**src/rtl/ptw_pkg.sv**
```systemverilog
`timescale 1ns / 1ps
package ptw_pkg;

  localparam int TABLE_PAGES = 16;
  localparam int ENTRIES     = 512;
  localparam int IDX_W       = 9;
  localparam int FRAME_W     = 40;
  localparam int PAGE_W      = $clog2(TABLE_PAGES);
  localparam int NFREE_W     = $clog2(TABLE_PAGES + 1);
  localparam int MEM_AW      = PAGE_W + IDX_W;
  localparam int MEM_DEPTH   = TABLE_PAGES * ENTRIES;

  localparam logic [11:0] TABLE_FLAGS = 12'h007;

  localparam logic [1:0] CMD_TRANSLATE = 2'd0;
  localparam logic [1:0] CMD_MAP       = 2'd1;
  localparam logic [1:0] CMD_UNMAP     = 2'd2;

  localparam logic [1:0] ST_OK         = 2'd0;
  localparam logic [1:0] ST_NOT_MAPPED = 2'd1;
  localparam logic [1:0] ST_EXHAUSTED  = 2'd2;
  localparam logic [1:0] ST_OUTSIDE    = 2'd3;

  typedef struct packed {
    logic [1:0]  cmd;
    logic [47:0] virt_addr;
    logic [51:0] map_page_addr;
    logic [63:0] entry_flags;
  } in_item_t;

  typedef struct packed {
    logic [51:0] phys_result;
    logic [1:0]  status;
    logic        flush_request;
  } out_item_t;

  typedef enum logic [2:0] {
    S_CLEAR,
    S_IDLE,
    S_RD,
    S_CHK,
    S_ALLOC,
    S_RANGE,
    S_DONE
  } walk_state_t;

  typedef enum logic {
    ALU_ADD,
    ALU_SUB
  } alu_op_t;

  typedef struct packed {
    alu_op_t            op;
    logic [FRAME_W-1:0] a;
    logic [FRAME_W-1:0] b;
  } alu_req_t;

  typedef struct packed {
    logic [FRAME_W-1:0] res;
    logic               carry;
  } alu_rsp_t;

  typedef struct packed {
    logic              we;
    logic [MEM_AW-1:0] addr;
    logic [63:0]       wdata;
  } mem_req_t;

endpackage

```
**src/rtl/ptw_seq.sv**
```systemverilog
`timescale 1ns / 1ps
module ptw_seq import ptw_pkg::*; (
  input  logic               clk,
  input  logic               rst_n,
  input  logic               start,
  input  in_item_t           in_item,
  output logic               busy,
  input  logic [FRAME_W-1:0] pool_base_frame,
  output mem_req_t           mem_req,
  input  logic [63:0]        mem_rdata,
  output alu_req_t           alu_req,
  input  alu_rsp_t           alu_rsp,
  output logic               out_valid,
  output out_item_t          out_item
);

  walk_state_t        state_r, state_nxt;
  logic [MEM_AW-1:0]  clr_cnt_r, clr_cnt_nxt;
  logic [1:0]         cmd_r, cmd_nxt;
  logic [47:0]        va_r, va_nxt;
  logic [63:0]        leaf_r, leaf_nxt;
  logic [63:0]        entry_r, entry_nxt;
  logic [1:0]         level_r, level_nxt;
  logic [PAGE_W-1:0]  page_r, page_nxt;
  logic [NFREE_W-1:0] nfree_r, nfree_nxt;
  logic [51:0]        phys_r, phys_nxt;
  logic [1:0]         status_r, status_nxt;
  logic               flush_r, flush_nxt;

  logic [MEM_AW-1:0]  walk_addr;
  logic               outside;
  logic               pool_full;
  logic [63:0]        alloc_entry;

  function automatic logic [IDX_W-1:0] level_idx(input logic [47:0] va,
                                                  input logic [1:0] lvl);
    logic [IDX_W-1:0] idx;
    case (lvl)
      2'd0:    idx = va[20:12];
      2'd1:    idx = va[29:21];
      2'd2:    idx = va[38:30];
      default: idx = va[47:39];
    endcase
    return idx;
  endfunction

  assign walk_addr   = {page_r, level_idx(va_r, level_r)};
  assign outside     = alu_rsp.carry || (alu_rsp.res >= FRAME_W'(TABLE_PAGES));
  assign pool_full   = (nfree_r == NFREE_W'(TABLE_PAGES));
  assign alloc_entry = {12'b0, alu_rsp.res, TABLE_FLAGS};

  // next state
  always_comb begin
    state_nxt = state_r;
    case (state_r)
      S_CLEAR: begin
        if (clr_cnt_r == MEM_AW'(MEM_DEPTH - 1)) state_nxt = S_IDLE;
      end
      S_IDLE: begin
        if (start) begin
          if (in_item.cmd == CMD_TRANSLATE || in_item.cmd == CMD_MAP ||
              in_item.cmd == CMD_UNMAP) begin
            state_nxt = S_RD;
          end else begin
            state_nxt = S_DONE;
          end
        end
      end
      S_RD: begin
        if (level_r == 2'd0 && cmd_r != CMD_TRANSLATE) state_nxt = S_DONE;
        else state_nxt = S_CHK;
      end
      S_CHK: begin
        if (level_r == 2'd0) state_nxt = S_DONE;
        else if (mem_rdata[0]) state_nxt = S_RANGE;
        else if (cmd_r == CMD_MAP && !pool_full) state_nxt = S_ALLOC;
        else state_nxt = S_DONE;
      end
      S_ALLOC: state_nxt = S_RANGE;
      S_RANGE: begin
        if (outside) state_nxt = S_DONE;
        else state_nxt = S_RD;
      end
      S_DONE:  state_nxt = S_IDLE;
      default: state_nxt = S_IDLE;
    endcase
  end

  // shared unit operands
  always_comb begin
    alu_req.op = ALU_ADD;
    alu_req.a  = pool_base_frame;
    alu_req.b  = FRAME_W'(nfree_r);
    if (state_r == S_RANGE) begin
      alu_req.op = ALU_SUB;
      alu_req.a  = entry_r[51:12];
      alu_req.b  = pool_base_frame;
    end
  end

  // datapath and outputs
  always_comb begin
    clr_cnt_nxt = clr_cnt_r;
    cmd_nxt     = cmd_r;
    va_nxt      = va_r;
    leaf_nxt    = leaf_r;
    entry_nxt   = entry_r;
    level_nxt   = level_r;
    page_nxt    = page_r;
    nfree_nxt   = nfree_r;
    phys_nxt    = phys_r;
    status_nxt  = status_r;
    flush_nxt   = flush_r;
    mem_req.we    = 1'b0;
    mem_req.addr  = walk_addr;
    mem_req.wdata = '0;
    case (state_r)
      S_CLEAR: begin
        mem_req.we   = 1'b1;
        mem_req.addr = clr_cnt_r;
        clr_cnt_nxt  = clr_cnt_r + 1'b1;
      end
      S_IDLE: begin
        if (start) begin
          cmd_nxt   = in_item.cmd;
          va_nxt    = in_item.virt_addr;
          leaf_nxt  = {12'b0, in_item.map_page_addr} | in_item.entry_flags;
          level_nxt = 2'd3;
          page_nxt  = '0;
          phys_nxt  = '0;
          flush_nxt = 1'b0;
          if (in_item.cmd == CMD_TRANSLATE || in_item.cmd == CMD_MAP ||
              in_item.cmd == CMD_UNMAP) begin
            status_nxt = ST_OK;
          end else begin
            status_nxt = ST_NOT_MAPPED;
          end
        end
      end
      S_RD: begin
        if (level_r == 2'd0 && cmd_r == CMD_MAP) begin
          mem_req.we    = 1'b1;
          mem_req.wdata = leaf_r;
        end else if (level_r == 2'd0 && cmd_r == CMD_UNMAP) begin
          mem_req.we = 1'b1;
          flush_nxt  = 1'b1;
        end
      end
      S_CHK: begin
        if (level_r == 2'd0) begin
          phys_nxt = {mem_rdata[51:12], 12'b0};
        end else if (mem_rdata[0]) begin
          entry_nxt = mem_rdata;
        end else if (cmd_r == CMD_MAP) begin
          if (pool_full) status_nxt = ST_EXHAUSTED;
        end else if (cmd_r == CMD_UNMAP) begin
          mem_req.we = 1'b1;
          status_nxt = ST_NOT_MAPPED;
        end else begin
          status_nxt = ST_NOT_MAPPED;
        end
      end
      S_ALLOC: begin
        mem_req.we    = 1'b1;
        mem_req.wdata = alloc_entry;
        entry_nxt     = alloc_entry;
        nfree_nxt     = nfree_r + 1'b1;
      end
      S_RANGE: begin
        if (outside) begin
          status_nxt = ST_OUTSIDE;
        end else begin
          page_nxt  = alu_rsp.res[PAGE_W-1:0];
          level_nxt = level_r - 1'b1;
        end
      end
      default: begin
      end
    endcase
  end

  always_ff @(posedge clk) begin
    if (!rst_n) begin
      state_r   <= S_CLEAR;
      clr_cnt_r <= '0;
      nfree_r   <= NFREE_W'(1);
      status_r  <= ST_OK;
      flush_r   <= 1'b0;
      phys_r    <= '0;
    end else begin
      state_r   <= state_nxt;
      clr_cnt_r <= clr_cnt_nxt;
      nfree_r   <= nfree_nxt;
      status_r  <= status_nxt;
      flush_r   <= flush_nxt;
      phys_r    <= phys_nxt;
    end
  end

  always_ff @(posedge clk) begin
    cmd_r   <= cmd_nxt;
    va_r    <= va_nxt;
    leaf_r  <= leaf_nxt;
    entry_r <= entry_nxt;
    level_r <= level_nxt;
    page_r  <= page_nxt;
  end

  assign busy      = (state_r != S_IDLE);
  assign out_valid = (state_r == S_DONE);
  assign out_item.phys_result   = phys_r;
  assign out_item.status        = status_r;
  assign out_item.flush_request = flush_r;

endmodule

```
**config.mk**
```make
export PLATFORM = sky130hd
export DESIGN_NAME = ptw_seq
export DESIGN_NICKNAME = d
export VERILOG_FILES = /design/src/rtl/ptw_pkg.sv /design/src/rtl/ptw_seq.sv
export SDC_FILE = /design/constraint.sdc
export NUM_CORES = 1
export LEC_CHECK = 0
export BUFFER_PORTS_ARGS = -buffer_cell sky130_fd_sc_hd__buf_2
export CORE_AREA = 8 8 198 200
export DETAILED_ROUTE_END_ITERATION = 10
export DIE_AREA = 0 0 206 208
export MAX_ROUTING_LAYER = met4
export PLACE_DENSITY = 0.53
export SETUP_SLACK_MARGIN = 0.05
export SYNTH_ARGS = -nofsm -noshare
export SYNTH_HDL_FRONTEND = slang
export SYNTH_SLANG_ARGS = --single-unit
```
**constraint.sdc**
```tcl
create_clock -name clk -period 4.4 [get_ports clk]
set_input_delay 0 -clock clk [delete_from_list [all_inputs] [get_ports clk]]
set_output_delay 0 -clock clk [all_outputs]
set_load 0.05 [all_outputs]
```
# [Word-level counts from Yosys, hierarchy flattened]
# Cells that the tools add are included.
# Widths: inputs -> output; s select.
[totals] register_bits=248 input_bits=314 out_inout_bits=216 wordCells=113
[classes] add_sub_neg=3 n_lt_le_gt_ge=1 n_eq_ne=26 mux=45 n_bitwise=1 reduce_logical=25
[op_table] cell="$mux 52" n=4
[op_table] cell="$pmux 52 s2" n=2
[op_table] cell="$pmux 64 s2" n=1
[op_table] cell="$mux 81" n=1
[op_table] cell="$mux 64" n=1
[op_table] cell="$or 52x64->64" n=1
[op_table] cell="$ge 40x5->1 const B" n=1
[op_table] cell="$pmux 9 s3" n=1
[op_table] cell="$mux 2" n=11
[op_table] cell="$ne 2x2->1 const B" n=10
[op_table] cell="$pmux 3 s6" n=1
[op_table] cell="$mux 3" n=5
[op_table] cell="$add 13x1->13 const B" n=1
[op_table] cell="$eq 13x13->1 const B" n=1
[op_table] cell="$mux 13" n=1
[op_table] cell="$mux 1" n=10
[op_table] cell="$reduce_bool 2->1" n=5
[op_table] cell="$eq 3x3->1 const B" n=3
[op_table] cell="$reduce_and 3->1" n=3
[op_table] cell="$mux 4" n=2
[op_table] cell="$pmux 4 s2" n=1
[op_table] cell="$eq 2x1->1 const B" n=3
[op_table] cell="$eq 2x2->1 const B" n=3
[op_table] cell="$eq 3x2->1 const B" n=2
[op_table] cell="other kinds (20)" n=27

# [Depth between registers and ports, before layout]
[depth] depth_word=7 ltp_mapped=9 ltp_nobuf=6

# [Least setup slack after synthesis]
# OpenSTA, ideal clock, no wires.
[synth_timing] kind="reg-to-reg" start="register state_r[1]" end="register level_r[0], enable pin" setup_ns=0.312 t_arrival_ns=3.676 required_time_ns=4.088 slack_ns=0.412 stages_incl_launch_ff=6 n_path_buf=2 period_less_slack_ns=3.988 cell_sequence="dfxtp_1 buf_6 clkbuf_1 nor2_1 and3_1 or2_2"
[synth_via] elab_chain_len=3 elab_cells_between_ends=6 cone_classes="4 x eq/ne; 2 x reduce/logical"
[synth_rtl] item="start: declaration" line="ptw_seq.sv:17" rtl="walk_state_t state_r, state_nxt;"
[synth_rtl] item="start signal: assignment" line="ptw_seq.sv:191" rtl="state_r <= state_nxt;"
[synth_rtl] item="$eq 3x3->1 or $eq 3x1->1 (tied branches)" line="ptw_seq.sv:117" rtl="case (state_r)"
[synth_rtl] item="$ne 2x2->1 (no line) or $reduce_bool 2->1 (tied branches)"
[synth_rtl] item="$reduce_and 3->1 (no line) (*)"
[synth_rtl] item="end signal: assignment" line="ptw_seq.sv:205" rtl="level_r <= level_nxt;"
[synth_rtl] item="end: declaration" line="ptw_seq.sv:23" rtl="logic [1:0] level_r, level_nxt;"
# Mark *: on every way between the ends. The rest lies on a longest branch, timed or not.
# A chain may end at the register's enable or synchronous reset.

==> summary.txt <==
Setup path
  – Crit Path Max Fanout: 44
  – Worst r2r src: state_r[0]
  – Critical Path AT: 3.54 ns
  – Cell breakdown of the critical path: inv_1 -> ha_1 -> buf_4 -> and4bb_2 -> and2_2 -> nand2_1 -> nand2_1 -> buf_2
  – Cell family contributing the most delay on the critical path: simple AND/OR/NAND/NOR gates
  – Stage delay of the slowest cell on the critical path: 0.92 ns
  – Most common cell type on the critical path: nand2_1
  – Critical Path Start: level_r[0]
  – Category of the worst setup path capture point: output pin
  – Crit Path Class: flip-flop to output pin
  – Cell with the largest stage delay on the worst path: and2_2
  – Crit path required time: 4.40 ns
  – CP Buf/Inv Count: 3
  – Crit path launch type: flip-flop

Clocking
  – CTS tree: yes
  – CTS sink count: 212
  – Cts-stage hold buffer count: 237
  – Maximum root-to-sink buffer count: 3
  – Skew-Pair Late Insertion Delay: 0.55 ns
  – TritonCTS buffer count: 28
  – Max H-tree Level: 1
  – Root Buffer Master: clkbuf_16
  – Clock input transition at the sequential cells of the worst setup and hold paths: 0.06 ns
  – Setup repair bufs after CTS: 0
  – Resize count post-CTS: 0

Global route
  – GRT overflow: 0
  – Vias in the first global route: 11160
  – First-pass GRT wire length: 68030 µm
  – Overall fraction of global-route tracks in use: 21.29%
  – Initial antenna violation count: 2
  – Pin count of the biggest net entering global routing: 70

Cells and area
  – Nets@finish: 2072
  – Layout overhead on the synthesized area: 60.33%
  – Most frequent standard cell in the layout excluding fill and tap cells: buf_2
  – Commonest cells after routing, fill and taps aside: 482 x buf_2, 378 x nand2_1, 237 x dlygate4sd3_1
  – Area occupied by multi-input gates: 4103 µm²
  – Register area: 5725 µm²
  – Area of all placed cells without fillers: 16300 µm²
  – Final core utilization: 45.17%
  – Number of filler cells placed in the layout: 3461
  – Layout cell share with drive strength beyond 1: 34.40%

Synth
  – Adder-Cell Fraction of Synth Area: 0.8615%
  – Top cell type's share of synthesized area: 43.72%
  – Xor/xnor cell area share of the yosys netlist: 1.120%
  – Area fraction in and, or, nand and nor cells after synthesis: 28.18%
  – Cell area after technology mapping: 10170 µm²
  – Most area-consuming cells after synthesis: edfxtp_1 44%, nand2_1 14%, dfxtp_1 13%
  – Cell taking the most area after synthesis: edfxtp_1
  – Dominant synthesized flop cell: edfxtp_1
  – Syn_area_per_cell: 9.618 µm²
  – FFs w/ async S/R, synth: 0%
  – Fraction of synthesized area in multiplexers: 0.1969%
  – Register bit count reported by yosys: 212
  – Syn Inst Count: 1057
  – Largest family of logic cells by synthesized area: simple AND/OR/NAND/NOR gates
  – Number of enable-type register cells in the synthesized netlist: 148
  – Number of warnings reported in the yosys synthesis log: 0
  – Share of the yosys chip area belonging to registers: 56.32%
  – Synth Area in Compound Gates: 9.169%
  – Yosys cell types: 52

Run status
  – Outcome: finished clean

Timing
  – Final count of pins violating max slew: 0
  – RSZ-0062 raised after global routing: false
  – Rel. slew slack: 29.22%
  – Setup tns final: 0 ns
  – Min Clock Period, post-route: 3.537 ns
  – Skew final: 0.01568 ns
  – Number of failing hold endpoints at the final stage: 0
  – Slew at the pin with the worst max-slew slack: 1.062 ns
  – Highest Clock Rate: 282.7 MHz
  – # setup viols final: 0
  – Final worst path period share: 80.39%

Floorplan
  – Row count: 70
  – Initial cell density of the core: 28.17%
  – Area of the core: 36080 µm²
  – Y dimension of the die: 208 µm
  – Die outline width: 206 µm
  – Top Ports: 530
  – Total Die Area: 42850 µm²

Route
  – DR iter-0 viols: 751
  – Detailed Route WL: 46840 µm
  – DRC errors left: 0
  – Vias: 10650
  – Post-DR wirelength/cell: 20.88 µm
  – Antenna Nets Post-Route: 0
  – Number of iterations in the first detailed-routing pass: 6
  – Via density: 4.747

Pwr
  – Combinational cell fraction of total power: 11.0%
  – Leakage power summed over all cells: 7.517 nW
  – Clock power share: 46.5%
  – Net switching power: 1.186 mW
  – Part of the power in registers: 42.5%
  – Power Internal: 3.833 mW
  – Cell area power density: 308.0 nW/µm²
  – Peak supply drop: 0.0003198 V
  – Share of total power consumed by net switching: 23.64%

Placement
  – Gp weighted congestion: 0.8596
  – Post-DP HPWL: 33330 µm
  – Placement Cell Area: 12990 µm²
  – Buffers on Ports: 482

Min path
  – Worst Hold Class: input port to flip-flop
  – Min-Delay Startpoint: rst_n

Flow run
  – Number of max-cap violations: 0
[routing by layer]
metal | up-vias | global-route usage [%] | routed length, µm
met3 | 98 | 3.713 | 3407
li1 | 4984 | - | -
met2 | 466 | 35.59 | 22870
met5 | - | - | 0
met4 | 0 | 7.515 | 1779
met1 | 5100 | 25.47 | 18790
[worst reg2reg max path, cell delays in order, from the launching register on]
cell and delay [ns]:
dfxtp_1 0.72, nor2_1 0.20, nand2_2 0.55, buf_4 0.41, nand2_1 0.11, nand2_1 0.06, dlygate4sd3_1 0.54
[Yosys cell counts (3+ instances only)]
master / number
nor4_2: 5
o21ai_0: 8
xnor2_1: 7
ha_1: 7
edfxtp_1: 148
nand2b_1: 6
nor2b_1: 4
a21boi_0: 23
dfxtp_1: 64
nor4_1: 10
xor2_1: 6
buf_4: 13
a222oi_1: 9
inv_1: 7
nand3_1: 44
nor2_1: 7
and3_1: 22
clkbuf_1: 53
a21oi_1: 7
buf_2: 13
a21boi_1: 20
o21ai_1: 3
nor3_1: 5
o211a_1: 7
nor3b_1: 4
nand4_1: 8
nand2_1: 379
o31ai_1: 3
and2_1: 53
or2_2: 55
a21o_1: 8
a22o_1: 21
[metrics by stage]
step	power (mW)	cells	hold WS, ns	worst slack [ns]
final	5.020	2243	0.03771	0.8627
after global routing	5.169	2243	0.04792	0.5859
after CTS	5.061	2241	0.03725	0.8018
after detailed placement	2.550	1952	0.1787	1.390
after global placement	2.546	1952	0.1780	1.446
after floorplan	2.358	1068	0.09887	0.4121
[flip-flops by register name (all words and copies together) (netlist names)]
name / cells
phys_r: 40
leaf_r: 64
level_r: 2
clr_cnt_r: 13
flush_r: 1
cmd_r: 2
status_r: 2
va_r: 36
entry_r: 40
nfree_r: 5
page_r: 4
state_r: 3
[kinds of logic (layout without fill, tap and decap cells)]
logic type / after synthesis / count (layout)
AND/OR/NAND/NOR: 611 / 611
flip-flops: 212 / 212
AO/OA/AOI/OAI: 121 / 121
buffers and inverters: 90 / 795
XOR/XNOR: 13 / 13
adder cells (fa/ha/maj): 7 / 7
multiplexers: 2 / 2
other: 1 / 14
[layout make-up]
| cell class | instances | share of cell area, % |
|---|---|---|
| Timing Repair Buffer | 734 | 30.12 |
| Multi-Input combinational cell | 766 | 25.17 |
| Sequential cell | 212 | 35.13 |
| Antenna cell | 2 | 0.03071 |
| Clock buffer | 35 | 4.521 |
| Tap cell | 468 | 3.593 |
| Inverter | 9 | 0.2073 |
| Clock inverter | 17 | 1.228 |
[final timing paths]
kind                 endpoint  slack (ns)  depth (start not counted)
setup / recovery  mem_req[22]        0.86                          8
hold / removal     phys_r[14]        0.04                          2
hold reg to reg    phys_r[22]        0.44                          2
setup reg to reg  entry_r[48]        1.70                          6
[power by group through the flow]
| stage | Sequential (mW) | Clock (mW) | Combinational [mW] |
|---|---|---|---|
| finish | 2.14 | 2.33 | 0.551 |
| detailed placement | 2.18 | 0 | 0.372 |
| floorplan | 2.18 | 0 | 0.181 |
| global route | 2.14 | 2.45 | 0.583 |
| global placement | 2.18 | 0 | 0.369 |
| CTS | 2.14 | 2.38 | 0.542 |
Note: power is estimated with default switching activity, not from simulation.
