[config.mk]
export PLATFORM = sky130hd
export DESIGN_NAME = ptw_alu
export DESIGN_NICKNAME = d
export VERILOG_FILES = /design/src/rtl/ptw_pkg.sv /design/src/rtl/ptw_alu.sv
export SDC_FILE = /design/constraint.sdc
export NUM_CORES = 1
export LEC_CHECK = 0
export ABC_AREA = 1
export BUFFER_PORTS_ARGS = -buffer_cell sky130_fd_sc_hd__clkbuf_2
export CAP_MARGIN = 40
export CORE_MARGIN = 5
export CORE_UTILIZATION = 45
export DETAILED_ROUTE_END_ITERATION = 8
export GPL_TIMING_DRIVEN = 0
export PLACE_DENSITY = 0.7
export SLEW_MARGIN = 40
export SYNTH_ARGS = -nofsm -noshare
export SYNTH_HDL_FRONTEND = slang
export SYNTH_SLANG_ARGS = --single-unit
[constraint.sdc]
create_clock -name vclk -period 5.3
set_input_delay 0 -clock vclk [all_inputs]
set_output_delay 0 -clock vclk [all_outputs]
set_load 0.01 [all_outputs]
[src/rtl/ptw_pkg.sv]
`timescale 1ns / 1ps
package ptw_pkg;

  localparam int TABLE_PAGES = 16;
  localparam int ENTRIES     = 512;
  localparam int IDX_W       = 9;
  localparam int FRAME_W     = 40;
  localparam int PAGE_W      = $clog2(TABLE_PAGES);
  localparam int NFREE_W     = $clog2(TABLE_PAGES + 1);
  localparam int MEM_AW      = PAGE_W + IDX_W;
  localparam int MEM_DEPTH   = TABLE_PAGES * ENTRIES;

  localparam logic [11:0] TABLE_FLAGS = 12'h007;

  localparam logic [1:0] CMD_TRANSLATE = 2'd0;
  localparam logic [1:0] CMD_MAP       = 2'd1;
  localparam logic [1:0] CMD_UNMAP     = 2'd2;

  localparam logic [1:0] ST_OK         = 2'd0;
  localparam logic [1:0] ST_NOT_MAPPED = 2'd1;
  localparam logic [1:0] ST_EXHAUSTED  = 2'd2;
  localparam logic [1:0] ST_OUTSIDE    = 2'd3;

  typedef struct packed {
    logic [1:0]  cmd;
    logic [47:0] virt_addr;
    logic [51:0] map_page_addr;
    logic [63:0] entry_flags;
  } in_item_t;

  typedef struct packed {
    logic [51:0] phys_result;
    logic [1:0]  status;
    logic        flush_request;
  } out_item_t;

  typedef enum logic [2:0] {
    S_CLEAR,
    S_IDLE,
    S_RD,
    S_CHK,
    S_ALLOC,
    S_RANGE,
    S_DONE
  } walk_state_t;

  typedef enum logic {
    ALU_ADD,
    ALU_SUB
  } alu_op_t;

  typedef struct packed {
    alu_op_t            op;
    logic [FRAME_W-1:0] a;
    logic [FRAME_W-1:0] b;
  } alu_req_t;

  typedef struct packed {
    logic [FRAME_W-1:0] res;
    logic               carry;
  } alu_rsp_t;

  typedef struct packed {
    logic              we;
    logic [MEM_AW-1:0] addr;
    logic [63:0]       wdata;
  } mem_req_t;

endpackage

[src/rtl/ptw_alu.sv]
`timescale 1ns / 1ps
module ptw_alu import ptw_pkg::*; (
  input  alu_req_t req,
  output alu_rsp_t rsp
);

  logic [FRAME_W:0] sum;

  always_comb begin
    case (req.op)
      ALU_ADD: sum = {1'b0, req.a} + {1'b0, req.b};
      ALU_SUB: sum = {1'b0, req.a} - {1'b0, req.b};
      default: sum = '0;
    endcase
    rsp.res   = sum[FRAME_W-1:0];
    rsp.carry = sum[FRAME_W];
  end

endmodule

[Word-level counts from Yosys, hierarchy flattened]
Cells that the tools add are included.
Widths: inputs -> output; s select.
Storage, ports and cells
  output and inout bits: 41
  input bits: 81
  word-level logic and storage cells: 4
  register bits after elaboration: 0
Operators by class
  $add $sub $neg: 2
  bitwise logic cells: 1
  mux-type cells: 1
Operators with widths (number)
  $pmux 41 s2: 1
  $add 40x40->41: 1
  $sub 40x40->41: 1
  $not 1->1: 1

[Depth between registers and ports, before layout]
Gate-level depths: netlist of run 1.
  word-level depth: 2
  mapped depth: 23
  gate-level depth less buffers: 23

[Worst setup path before layout of run 1]
OpenSTA, ideal clock, no wires.
  path kind: input port to output port
  start: input port req[1] in the netlist's numbering
  end: output port rsp[36] in the netlist's numbering
  data arrival time: 2.180 ns
  setup slack: 3.120 ns
  cell stages on the path: 22
  path buffers: 0
  required time: 5.300 ns
  cells stage by stage: inv_1 ha_1 nand3_1 nor2_2 nand2_2 inv_1 nand3_1 xor2_1 nand2_1 nand2_1 ha_1 nand2_1 inv_1 nand2_1 inv_1 nand2_1 nand2_1 inv_1 nor2_1 nor2_1 nand3_1 nand2_1
RTL lines
  from (decl): RTL line ptw_alu.sv:3  | input alu_req_t req,
  to (decl): RTL line ptw_alu.sv:4  | output alu_rsp_t rsp

==> metrics.md, run 1 <==
| Metric | Value |
|---|---|
| Status | `complete, no violations` |
| P_int | `0.2798 mW` |
| DR vias | `5656` |
| Switching share of power | `63.41%` |
| Layout cell share with drive strength beyond 1 | `16.83%` |
| Sequential share of power | `0%` |
| Leakage | `3.356 nW` |
| Rows | `36` |
| Ant. Diodes | `0` |
| Residual DRC | `0` |
| Nets | `1177` |
| Sequential standard cell area | `0 µm²` |
| Top cells by area, synth | `nand2_1, inv_1, ha_1` |
| Number of global-route vias before repair | `5172` |
| Final Hold Vio Count | `0` |
| Worst setup endpoint | `rsp[36]` |
| Clk_buf instances | `0` |
| Number of gates resized after CTS | `0` |
| Sequential cell count | `0` |
| Gr ovfl total | `0` |
| 1st-pass router iterations | `6` |
| WL final | `14.32 mm` |
| First-pass GRT wire length | `23.52 mm` |
| Port Buffer Count | `122` |
| Period utilization | `56.84%` |
| Cells after Synth | `930` |
| Largest net degree at the start of global routing | `11` |
| DP Area | `5313 µm²` |
| Hold-fix buffers, CTS | `0` |
| Final setup fails | `0` |
| 1st-iter DRT viols | `277` |
| Sequential cell area fraction in the yosys report | `0%` |
| Area of the mapped netlist | `4536 µm²` |
| Antenna violations before repair | `0` |
| Mapped Nets | `1053` |
| Per-cell routed wire length | `12.08 µm` |
| Distinct cells, synth | `31` |
| Fillers | `1177` |
| WP data arrival | `3.01 ns` |
| Die width | `110.4 µm` |
| RSZ-0062 raised after global routing | `no` |
| Clock power share | `0%` |
| Top-area cell type share of the netlist area | `27.31%` |
| Die height | `110.4 µm` |
| # placed instances | `1185` |
| Maximum VDD drop | `0.07052 mV` |
| Post-DP HPWL | `13.12 mm` |
| Max Fclk | `331.9 MHz` |
| Core ar. | `9819 µm²` |
| Crit path max fanout | `5` |
| CP Launch Point | `req[1]` |
| Post-route cell area | `5313 µm²` |
| Cell Pwr Density | `143.9 nW/µm²` |
| GP Congestion | `1.029` |
| Slew @ Worst Pin | `0.4882 ns` |
| Gate power share | `100.0%` |
| Initial Util | `46.19%` |
| Net Sw Power | `0.4849 mW` |
| Cell depth of the worst min-delay path | `4` |
| Antenna viol nets, final | `0` |
| Synth-to-layout area growth | `17.13%` |
| Post-synth top cells | `nand2_1, inv_1, nor2_1` |
| Avg Cell Area, Syn | `4.877 µm²` |
| IO Count | `122` |
| Total GRT Usage | `23.86%` |
| Most numerous cell in the Yosys netlist | `nand2_1` |
| Total Power | `0.7647 mW` |
| Synth warnings | `0` |
| Non-filler cells, final | `1185` |
| Slew Limit Fails | `0` |
| Postcts setup bufs | `0` |
| Startpoint type of the worst setup path | `input pin` |
| Min Tclk post-route | `3.013 ns` |
| Synth area leader | `nand2_1` |
| Max-slew headroom | `67.46%` |
| Setup CP Type | `in -> out` |
| Die footprint | `12190 µm²` |
| Max_cap viols | `0` |
| CP Capture Type | `output pin` |
| Final core occ | `54.10%` |
| Critical Path RT | `5.30 ns` |
| Worst Hold Class | `in -> out` |
| TNS Setup | `0 ns` |
| Via density | `4.773` |
critical path, stage by stage:
cell and delay, ns:
clkbuf_2 0.08, inv_1 0.08, ha_1 0.28, nand3_1 0.17
nor2_2 0.31, nand2_2 0.11, inv_1 0.09, nand3_1 0.10
xor2_1 0.16, nand2_1 0.06, nand2_1 0.07, ha_1 0.35
a21oi_1 0.33, inv_1 0.07, a21oi_1 0.13, nand2_1 0.06
inv_1 0.09, nor2_1 0.05, nor2_1 0.12, nand2_1 0.07
nand2_1 0.05, nand2_1 0.05, clkbuf_2 0.13
metal layers:
metal,track usage (%),share of wire [%],vias up
li1,-,-,3066
met1,36.18,48,2376
met2,38.17,43,196
met3,0.4659,7.3,18
met4,3.870,1.8,0
met5,0,0,-
worst min path at each step:
stage | from | endpoint
floorplan | req[0] | rsp[1]
detailed placement | req[0] | rsp[1]
global route | req[0] | rsp[1]
global placement | req[0] | rsp[1]
CTS | req[0] | rsp[1]
finish | req[0] | rsp[1]
power groups by stage:
stage	sequential [mW]	clock (mW)	combinational [mW]
floorplan	0	0	0.511
global placement	0	0	0.756
detailed placement	0	0	0.760
CTS	0	0	0.763
global route	0	0	0.863
finish	0	0	0.765
stage by stage:
stage	hold WS (ns)	worst slack, ns
finish	0.3585	2.287
global route	0.3868	1.943
CTS	0.3636	2.362
detailed placement	0.3628	2.374
global placement	0.3583	2.378
floorplan	0.1581	3.120
logic make-up after synthesis:
logic type               share of synthesized area, %
AND/OR/NAND/NOR                                 52.11
buffers and inverters                           17.27
AO/OA/AOI/OAI                                   8.441
XOR/XNOR                                        10.43
adder cells (fa/ha/maj)                         11.75
placed cells by master (no fill, tap or decap), types with 3 or more instances in the layout:
cell type    n
ha_1        41
a31oi_1      4
o21ai_0     26
nand3_1     50
a21oi_1     35
o21ai_1      4
nor3_1      12
nand2_2     22
nor2_1      94
nand3b_1     3
xnor2_1     13
inv_1      201
nand4_1      6
nand3_2      9
nor2_2      18
clkbuf_2   122
xor2_1      41
or2_0        3
nand2_1    330
cell type report:
cell class / count / area [µm²] / share of cell area (%)
Buffer: 5 / 21.27 / 0.4004
Multi-Input combinational cell: 722 / 3752 / 70.63
Tap cell: 133 / 166.4 / 3.132
Timing Repair Buffer: 122 / 610.6 / 11.49
Inverter: 203 / 762.0 / 14.34
Note: power is estimated with default switching activity, not from simulation.
==> run 2: changes to the inputs <==
--- a/config.mk
+++ b/config.mk
@@ -5,14 +5,14 @@
 export SDC_FILE = /design/constraint.sdc
 export NUM_CORES = 1
 export LEC_CHECK = 0
-export ABC_AREA = 1
+export ABC_AREA = 0
 export BUFFER_PORTS_ARGS = -buffer_cell sky130_fd_sc_hd__clkbuf_2
 export CAP_MARGIN = 40
 export CORE_MARGIN = 5
 export CORE_UTILIZATION = 45
 export DETAILED_ROUTE_END_ITERATION = 8
 export GPL_TIMING_DRIVEN = 0
-export PLACE_DENSITY = 0.7
+export PLACE_DENSITY = 0.77
 export SLEW_MARGIN = 40
 export SYNTH_ARGS = -nofsm -noshare
 export SYNTH_HDL_FRONTEND = slang
==> constraint.sdc (replaced) <==
create_clock -name vclk -period 2.5
set_input_delay 0 -clock vclk [all_inputs]
set_output_delay 0 -clock vclk [all_outputs]
set_load 0.01 [all_outputs]
==> run 2 against run 1 <==
  * The run now ends with negative setup slack left
  * Flip-flop and latch count unchanged
  * Die area down 26%
  * Design area up 3.7%
  * Critical path depth down 3
  * Total power rose to 3.0 times the previous value
  * Synthesized cell count down 45%
  * Core utilization up 23 points
  * Routed wire length up 10%
  * Count of clock-buffer cells in the layout unchanged
  * Hold slack better by 0.032 ns
  * Global-route usage up 4.5 points
  * Non-clock buffer count up 75
  * Critical endpoint is now rsp[39]
==> metrics.md, run 2 <==
| Metric | Value |
|---|---|
| DR vias | `5044 (was 5656)` |
| Most common cell after layout, fill and taps aside | `clkbuf_2 (was nand2_1)` |
| Residual DRC | `0 (unchanged)` |
| 1st-iter DRT viols | `378 (was 277)` |
| Hold Slack | `0.3902 ns (was 0.3585 ns)` |
| Pre-CTS setup slack | `-1.616 ns (was 2.374 ns)` |
| Synth-to-layout area growth | `68.74% (was 17.13%)` |
| Synth area leader | `ha_1 (was nand2_1)` |
| Min Tclk post-route | `3.870 ns` |
| Ant. Diodes | `0 (unchanged)` |
| DP Area | `4195 µm² (was 5313 µm²)` |
| Largest net degree at the start of global routing | `11 (unchanged)` |
| Rows | `31 (was 36)` |
| Sequential cell count | `0 (unchanged)` |
| Critical path's most frequent cell | `buf_6 (was nand2_1)` |
| Nets | `817 (was 1177)` |
| Mapped Nets | `631 (was 1053)` |
| WL final | `15.78 mm (was 14.32 mm)` |
| Area of the mapped netlist | `3266 µm² (was 4536 µm²)` |
| Layout cell share with drive strength beyond 1 | `50.29% (was 16.83%)` |
| Worst Hold Class | `in -> out (unchanged)` |
| Die height | `95.19 µm (was 110.4 µm)` |
| Sequential cell area fraction in the yosys report | `0% (unchanged)` |
| Top-area cell type share of the netlist area | `15.71% (was 27.31%)` |
| Maximum VDD drop | `0.2525 mV (was 0.07052 mV)` |
| Crit path max fanout | `7 (was 5)` |
| Critical Path RT | `2.50 ns (was 5.30 ns)` |
| Setup CP Type | `in -> out (unchanged)` |
| Most numerous cell in the Yosys netlist | `nor2_1 (was nand2_1)` |
| IO Count | `122 (unchanged)` |
| Initial Util | `45.51% (was 46.19%)` |
| Max_cap viols | `0 (unchanged)` |
| Final setup fails | `30 (was 0)` |
| Max-slew headroom | `55.78% (was 67.46%)` |
| WP data arrival | `3.87 ns (was 3.01 ns)` |
| Fillers | `498 (was 1177)` |
| Clk_buf instances | `0 (unchanged)` |
| Cell Pwr Density | `411.8 nW/µm² (was 143.9 nW/µm²)` |
| Per-cell routed wire length | `19.95 µm (was 12.08 µm)` |
| Distinct cells, synth | `58 (was 31)` |
| Hold-fix buffers, CTS | `0 (unchanged)` |
| Post-synth top cells | `nor2_1, a21oi_1, xnor2_1 (was nand2_1, inv_1, nor2_1)` |
| Status | `finished with violations (was complete, no violations)` |
| Final Hold Vio Count | `0 (unchanged)` |
| Avg Cell Area, Syn | `6.428 µm² (was 4.877 µm²)` |
| CP Capture Type | `output pin (unchanged)` |
| Post-DP HPWL | `10.24 mm (was 13.12 mm)` |
| Post-route cell area | `5510 µm² (was 5313 µm²)` |
| Slowest cell on the critical path | `or4b_4 (was ha_1)` |
| RSZ-0062 raised after global routing | `yes (was no)` |
| Cells after Synth | `508 (was 930)` |
| Area of the multi-input gates | `3994 µm² (was 3752 µm²)` |
| Number of global-route vias before repair | `4532 (was 5172)` |
| Total GRT Usage | `28.31% (was 23.86%)` |
| Top cells by area, synth | `ha_1, xnor2_1, a21oi_1 (was nand2_1, inv_1, ha_1)` |
| Startpoint type of the worst setup path | `input pin (unchanged)` |
| Violated checks | `negative setup slack` |
| Die width | `95.19 µm (was 110.4 µm)` |
| Worst path max stage delay | `0.55 ns (was 0.35 ns)` |
| Via density | `6.377 (was 4.773)` |
| Leakage | `2.396 nW (was 3.356 nW)` |
| Synth warnings | `0 (unchanged)` |
| Core ar. | `7176 µm² (was 9819 µm²)` |
| Most frequent cells in the layout | `clkbuf_2, buf_4, nor2_1, xnor2_1, nand2_1 (was nand2_1, inv_1, clkbuf_2, nor2_1, nand3_1)` |
| 1st-pass router iterations | `5 (was 6)` |
| Slew @ Worst Pin | `0.6609 ns (was 0.4882 ns)` |
| Slew Limit Fails | `0 (unchanged)` |
| Antenna viol nets, final | `0 (unchanged)` |
| Antenna violations before repair | `0 (unchanged)` |
| Port Buffer Count | `121 (was 122)` |
| First-pass GRT wire length | `20.84 mm (was 23.52 mm)` |
| Max Fclk | `258.4 MHz` |
| GP Congestion | `0.9605 (was 1.029)` |
| Period utilization | `154.8%` |
| Die footprint | `9060 µm² (was 12190 µm²)` |
| Gr ovfl total | `0 (unchanged)` |
| CP cell instances | `buf_6 > or4_4 > or4b_4 > buf_6 > nor2_4 > nand2_2 > nor2_2 > nor2_1 > xnor2_1 > ha_1 > buf_6 > a21oi_4 > buf_6 > o21bai_1 > a21oi_1 > o211a_1 > nor2_1 > a311oi_2 > o311a_1 > buf_2 (was clkbuf_2 > inv_1 > ha_1 > nand3_1 > nor2_2 > nand2_2 > inv_1 > nand3_1 > xor2_1 > nand2_1 > nand2_1 > ha_1 > a21oi_1 > inv_1 > a21oi_1 > nand2_1 > inv_1 > nor2_1 > nor2_1 > nand2_1 > nand2_1 > nand2_1 > clkbuf_2)` |
| Worst setup slack after layout | `-1.370 ns (was 2.287 ns)` |
| Sequential standard cell area | `0 µm² (unchanged)` |
## run 2: path summary, 6_finish.rpt
check	from	end	slack, ns	cells past startpoint
worst max-delay path	req[11]	rsp[39]	-1.37	20
worst min-delay path	req[40]	rsp[1]	0.39	5
## run 2: where the power goes
group          internal (mW)  total, mW  leakage, nW  switching (mW)
clock network              0          0            0               0
logic                  0.976       2.27         2.40            1.29
registers                  0          0            0               0
total                  0.976       2.27         2.40            1.29
## run 2: layout make-up
type                            count  share of cell area (%)
Buffer                             13                   2.203
Inverter                           18                   1.226
Multi-Input combinational cell    472                   72.48
Tap cell                           99                   2.248
Timing Repair Buffer              189                   21.84
## run 2: logic make-up after synthesis
logic type / count (synthesis) / share of synthesized area (%)
mux: 1 / 0.3065
simple gates: 193 / 28.31
buf+inv: 36 / 4.329
fa+ha+maj: 42 / 16.32
xor+xnor: 72 / 19.31
compound gates: 164 / 31.42
## run 2: worst max-delay path: cells and delay by family
family,cells,cell delay [ns]
AND/OR/NAND/NOR,7,1.51
adder cells (fa/ha/maj),1,0.30
AO/OA/AOI/OAI,6,1.15
buffers and inverters,5,0.64
XOR/XNOR,1,0.27
## run 2: metal layers
| layer | up-vias | GRT usage [%] | share of wire (%) |
|---|---|---|---|
| met5 | - | 0 | 0 |
| met1 | 2299 | 32.15 | 35 |
| li1 | 2239 | - | - |
| met3 | 127 | 5.367 | 10 |
| met2 | 379 | 51.08 | 47 |
| met4 | 0 | 12.26 | 7.6 |
## run 2: through the flow
step	std cells	util, %	setup TNS (ns)	total power, mW
2_1_floorplan	508	-	-9.780	1.112
3_3_place_gp	728	58.47	-30.51	1.604
3_5_place_dp	728	58.47	-31.95	1.636
4_1_cts	767	68.37	-22.19	1.897
5_1_grt	791	76.79	-31.36	2.390
6_report	791	76.79	-27.79	2.269
## run 2: repair_timing
action	CTS	global route
setup endpoints to repair	34	32
resized for setup	99	129
setup buffers	44	28
pin swaps	40	55
cloned	0	0
==> run 3: changes to the inputs <==
--- a/config.mk
+++ b/config.mk
@@ -8,11 +8,13 @@
 export ABC_AREA = 0
 export BUFFER_PORTS_ARGS = -buffer_cell sky130_fd_sc_hd__clkbuf_2
 export CAP_MARGIN = 40
+export CELL_PAD_IN_SITES_DETAIL_PLACEMENT = 0
+export CELL_PAD_IN_SITES_GLOBAL_PLACEMENT = 1
 export CORE_MARGIN = 5
-export CORE_UTILIZATION = 45
+export CORE_UTILIZATION = 32
 export DETAILED_ROUTE_END_ITERATION = 8
 export GPL_TIMING_DRIVEN = 0
-export PLACE_DENSITY = 0.77
+export PLACE_DENSITY_LB_ADDON = 0.1
 export SLEW_MARGIN = 40
 export SYNTH_ARGS = -nofsm -noshare
 export SYNTH_HDL_FRONTEND = slang
==> run 3 against run 2 <==
  * The flow still finishes with violations (negative setup slack)
  * Highest routed layer unchanged
  * Maximum frequency increased by 2.2%
  * Critical path type unchanged
  * First-iteration DRC count decreased by 63%
  * Combinational power decreased by 5%
  * Via count decreased by 14%
  * Sequential share of layout area unchanged
  * Critical path depth decreased by 3
  * Non-clock buffer count decreased by 12
  * Flip-flop and latch count unchanged
  * Die area increased by 36%
  * Hold slack got worse by 0.019 ns
  * Routed wire length decreased by 11%
==> metrics.md, run 3 (synthesized netlist as in run 2, its figures left out) <==
| Metric | Value |
|---|---|
| Max_cap viols | `0 (unchanged)` |
| Worst setup slack after layout | `-1.289 ns (was -1.370 ns)` |
| Period utilization | `151.6% (was 154.8%)` |
| Core ar. | `9864 µm² (was 7176 µm²)` |
| Nets | `805 (was 817)` |
| Total GRT Usage | `21.28% (was 28.31%)` |
| Hold-fix buffers, CTS | `0 (unchanged)` |
| Residual DRC | `0 (unchanged)` |
| DR vias | `4348 (was 5044)` |
| Gate power share | `100.0% (about the same)` |
| Number of global-route vias before repair | `4459 (was 4532)` |
| Post-DP HPWL | `11.38 mm (was 10.24 mm)` |
| Most frequent cells in the layout | `clkbuf_2, nor2_1, buf_4, xnor2_1, nand2_1 (was clkbuf_2, buf_4, nor2_1, xnor2_1, nand2_1)` |
| 1st-pass router iterations | `4 (was 5)` |
| Synth-to-layout area growth | `66.17% (was 68.74%)` |
| Die width | `111.0 µm (was 95.19 µm)` |
| Die height | `111.0 µm (was 95.19 µm)` |
| CP Capture Type | `output pin (unchanged)` |
| Per-cell routed wire length | `17.37 µm (was 19.95 µm)` |
| Violated checks | `negative setup slack (unchanged)` |
| WL final | `14.12 mm (was 15.78 mm)` |
| Layout cell share with drive strength beyond 1 | `48.82% (was 50.29%)` |
| Maximum VDD drop | `0.2398 mV (was 0.2525 mV)` |
| Net Sw Power | `1.202 mW (was 1.293 mW)` |
| 1st-iter DRT viols | `139 (was 378)` |
| Critical Path RT | `2.50 ns (about the same)` |
| Sequential cell count | `0 (unchanged)` |
| Fillers | `992 (was 498)` |
| Crit path max fanout | `5 (was 7)` |
| Startpoint type of the worst setup path | `input pin (unchanged)` |
| P_int | `0.9495 mW (was 0.9762 mW)` |
| Non-filler cells, final | `813 (was 791)` |
| Status | `finished with violations (unchanged)` |
| First-pass GRT wire length | `22.23 mm (was 20.84 mm)` |
| Via density | `5.348 (was 6.377)` |
| Sequential standard cell area | `0 µm² (unchanged)` |
| Switching share of power | `55.86% (was 56.98%)` |
| Clock power share | `0% (about the same)` |
| Max-slew headroom | `63.87% (was 55.78%)` |
| GP Congestion | `0.8673 (was 0.9605)` |
| Worst Hold Class | `in -> out (unchanged)` |
| Setup CP Type | `in -> out (unchanged)` |
| Worst path max stage delay | `0.54 ns (was 0.55 ns)` |
| Pre-CTS setup slack | `-1.777 ns (was -1.616 ns)` |
| Min Tclk post-route | `3.789 ns (was 3.870 ns)` |
| Max Fclk | `263.9 MHz (was 258.4 MHz)` |
| Antenna violations before repair | `0 (unchanged)` |
| WP data arrival | `3.79 ns (was 3.87 ns)` |
| Sequential share of power | `0% (about the same)` |
| RSZ-0062 raised after global routing | `yes (unchanged)` |
| Cell Pwr Density | `396.4 nW/µm² (was 411.8 nW/µm²)` |
| Largest net degree at the start of global routing | `11 (unchanged)` |
| Most common cell after layout, fill and taps aside | `clkbuf_2 (unchanged)` |
| Port Buffer Count | `121 (unchanged)` |
| Slowest cell on the critical path | `or4_4 (was or4b_4)` |
| Bufs and invs on worst path | `3 (was 5)` |
| Ant. Diodes | `0 (unchanged)` |
| Die footprint | `12330 µm² (was 9060 µm²)` |
| Leakage | `2.330 nW (was 2.396 nW)` |
| Gr ovfl total | `0 (unchanged)` |
| Slew @ Worst Pin | `0.5419 ns (was 0.6609 ns)` |
| IO Count | `122 (unchanged)` |
| # placed instances | `762 (was 728)` |
| CP cell instances | `buf_8 > or4_4 > or4b_4 > nor2_4 > nand2_4 > nor4_4 > nor2_1 > xnor2_1 > ha_2 > nand2_2 > nor2_2 > and4_1 > inv_1 > o311a_4 > o31ai_4 > xor2_1 > buf_2 (was buf_6 > or4_4 > or4b_4 > buf_6 > nor2_4 > nand2_2 > nor2_2 > nor2_1 > xnor2_1 > ha_1 > buf_6 > a21oi_4 > buf_6 > o21bai_1 > a21oi_1 > o211a_1 > nor2_1 > a311oi_2 > o311a_1 > buf_2)` |
| Clk_buf instances | `0 (unchanged)` |
| Final setup fails | `30 (unchanged)` |
| Slew Limit Fails | `0 (unchanged)` |
| Crit path max-delay family | `simple AND/OR/NAND/NOR gates (unchanged)` |
| Final Hold Vio Count | `0 (unchanged)` |
| Initial Util | `33.11% (was 45.51%)` |
| Rows | `36 (was 31)` |
| Antenna viol nets, final | `0 (unchanged)` |
-- run 3: power by group through the flow --
stage / registers, mW / logic [mW] / clock network [mW]
floorplan: 0 / 1.11 / 0
global placement: 0 / 1.66 / 0
detailed placement: 0 / 1.66 / 0
CTS: 0 / 1.97 / 0
global route: 0 / 2.33 / 0
finish: 0 / 2.15 / 0
-- run 3: per-stage QoR --
step | cell area (µm²) | TNS, ns | utilization [%] | power, mW | hold WS, ns
2_1_floorplan | 3466 | -9.780 | - | 1.112 | 0.1581
5_1_grt | 5426 | -29.41 | 55.01 | 2.328 | 0.4224
3_5_place_dp | 4238 | -37.20 | 42.96 | 1.664 | 0.3777
4_1_cts | 5004 | -24.79 | 50.72 | 1.975 | 0.3792
6_report | 5426 | -23.98 | 55.01 | 2.151 | 0.3708
3_3_place_gp | 4238 | -37.20 | 42.96 | 1.662 | 0.3700
-- run 3: path summary, 6_finish.rpt --
path | cells past startpoint | endpoint | slack, ns | from
hold / removal | 5 | rsp[1] | 0.37 | req[40]
setup / recovery | 17 | rsp[38] | -1.29 | req[10]
-- run 3: cell type report --
cell class	count	area, µm²	area share [%]
buffer	12	98.84	1.822
inverter	18	70.07	1.291
multi-input combinational	472	4013	73.95
tap	133	166.4	3.067
timing repair buffer	178	1079	19.88
-- run 3: worst min-delay path, delay by kind of cell --
kind | cells | cell delay [ns]
fa+ha+maj | 1 | 0.11
buf+inv | 4 | 0.26
-- run 3: what timing repair did --
action,in CTS,in global routing
pin swaps,59,33
buffers inserted,42,16
setup endpoints to repair,35,32
gates resized for setup,110,85
-- run 3: layer usage --
layer	vias to the layer above	wire (µm)	track usage (%)
met5	-	0	0
met4	0	183	1.946
met3	10	621	2.238
met2	94	7246	39.68
met1	2033	6067	27.27
li1	2211	-	-
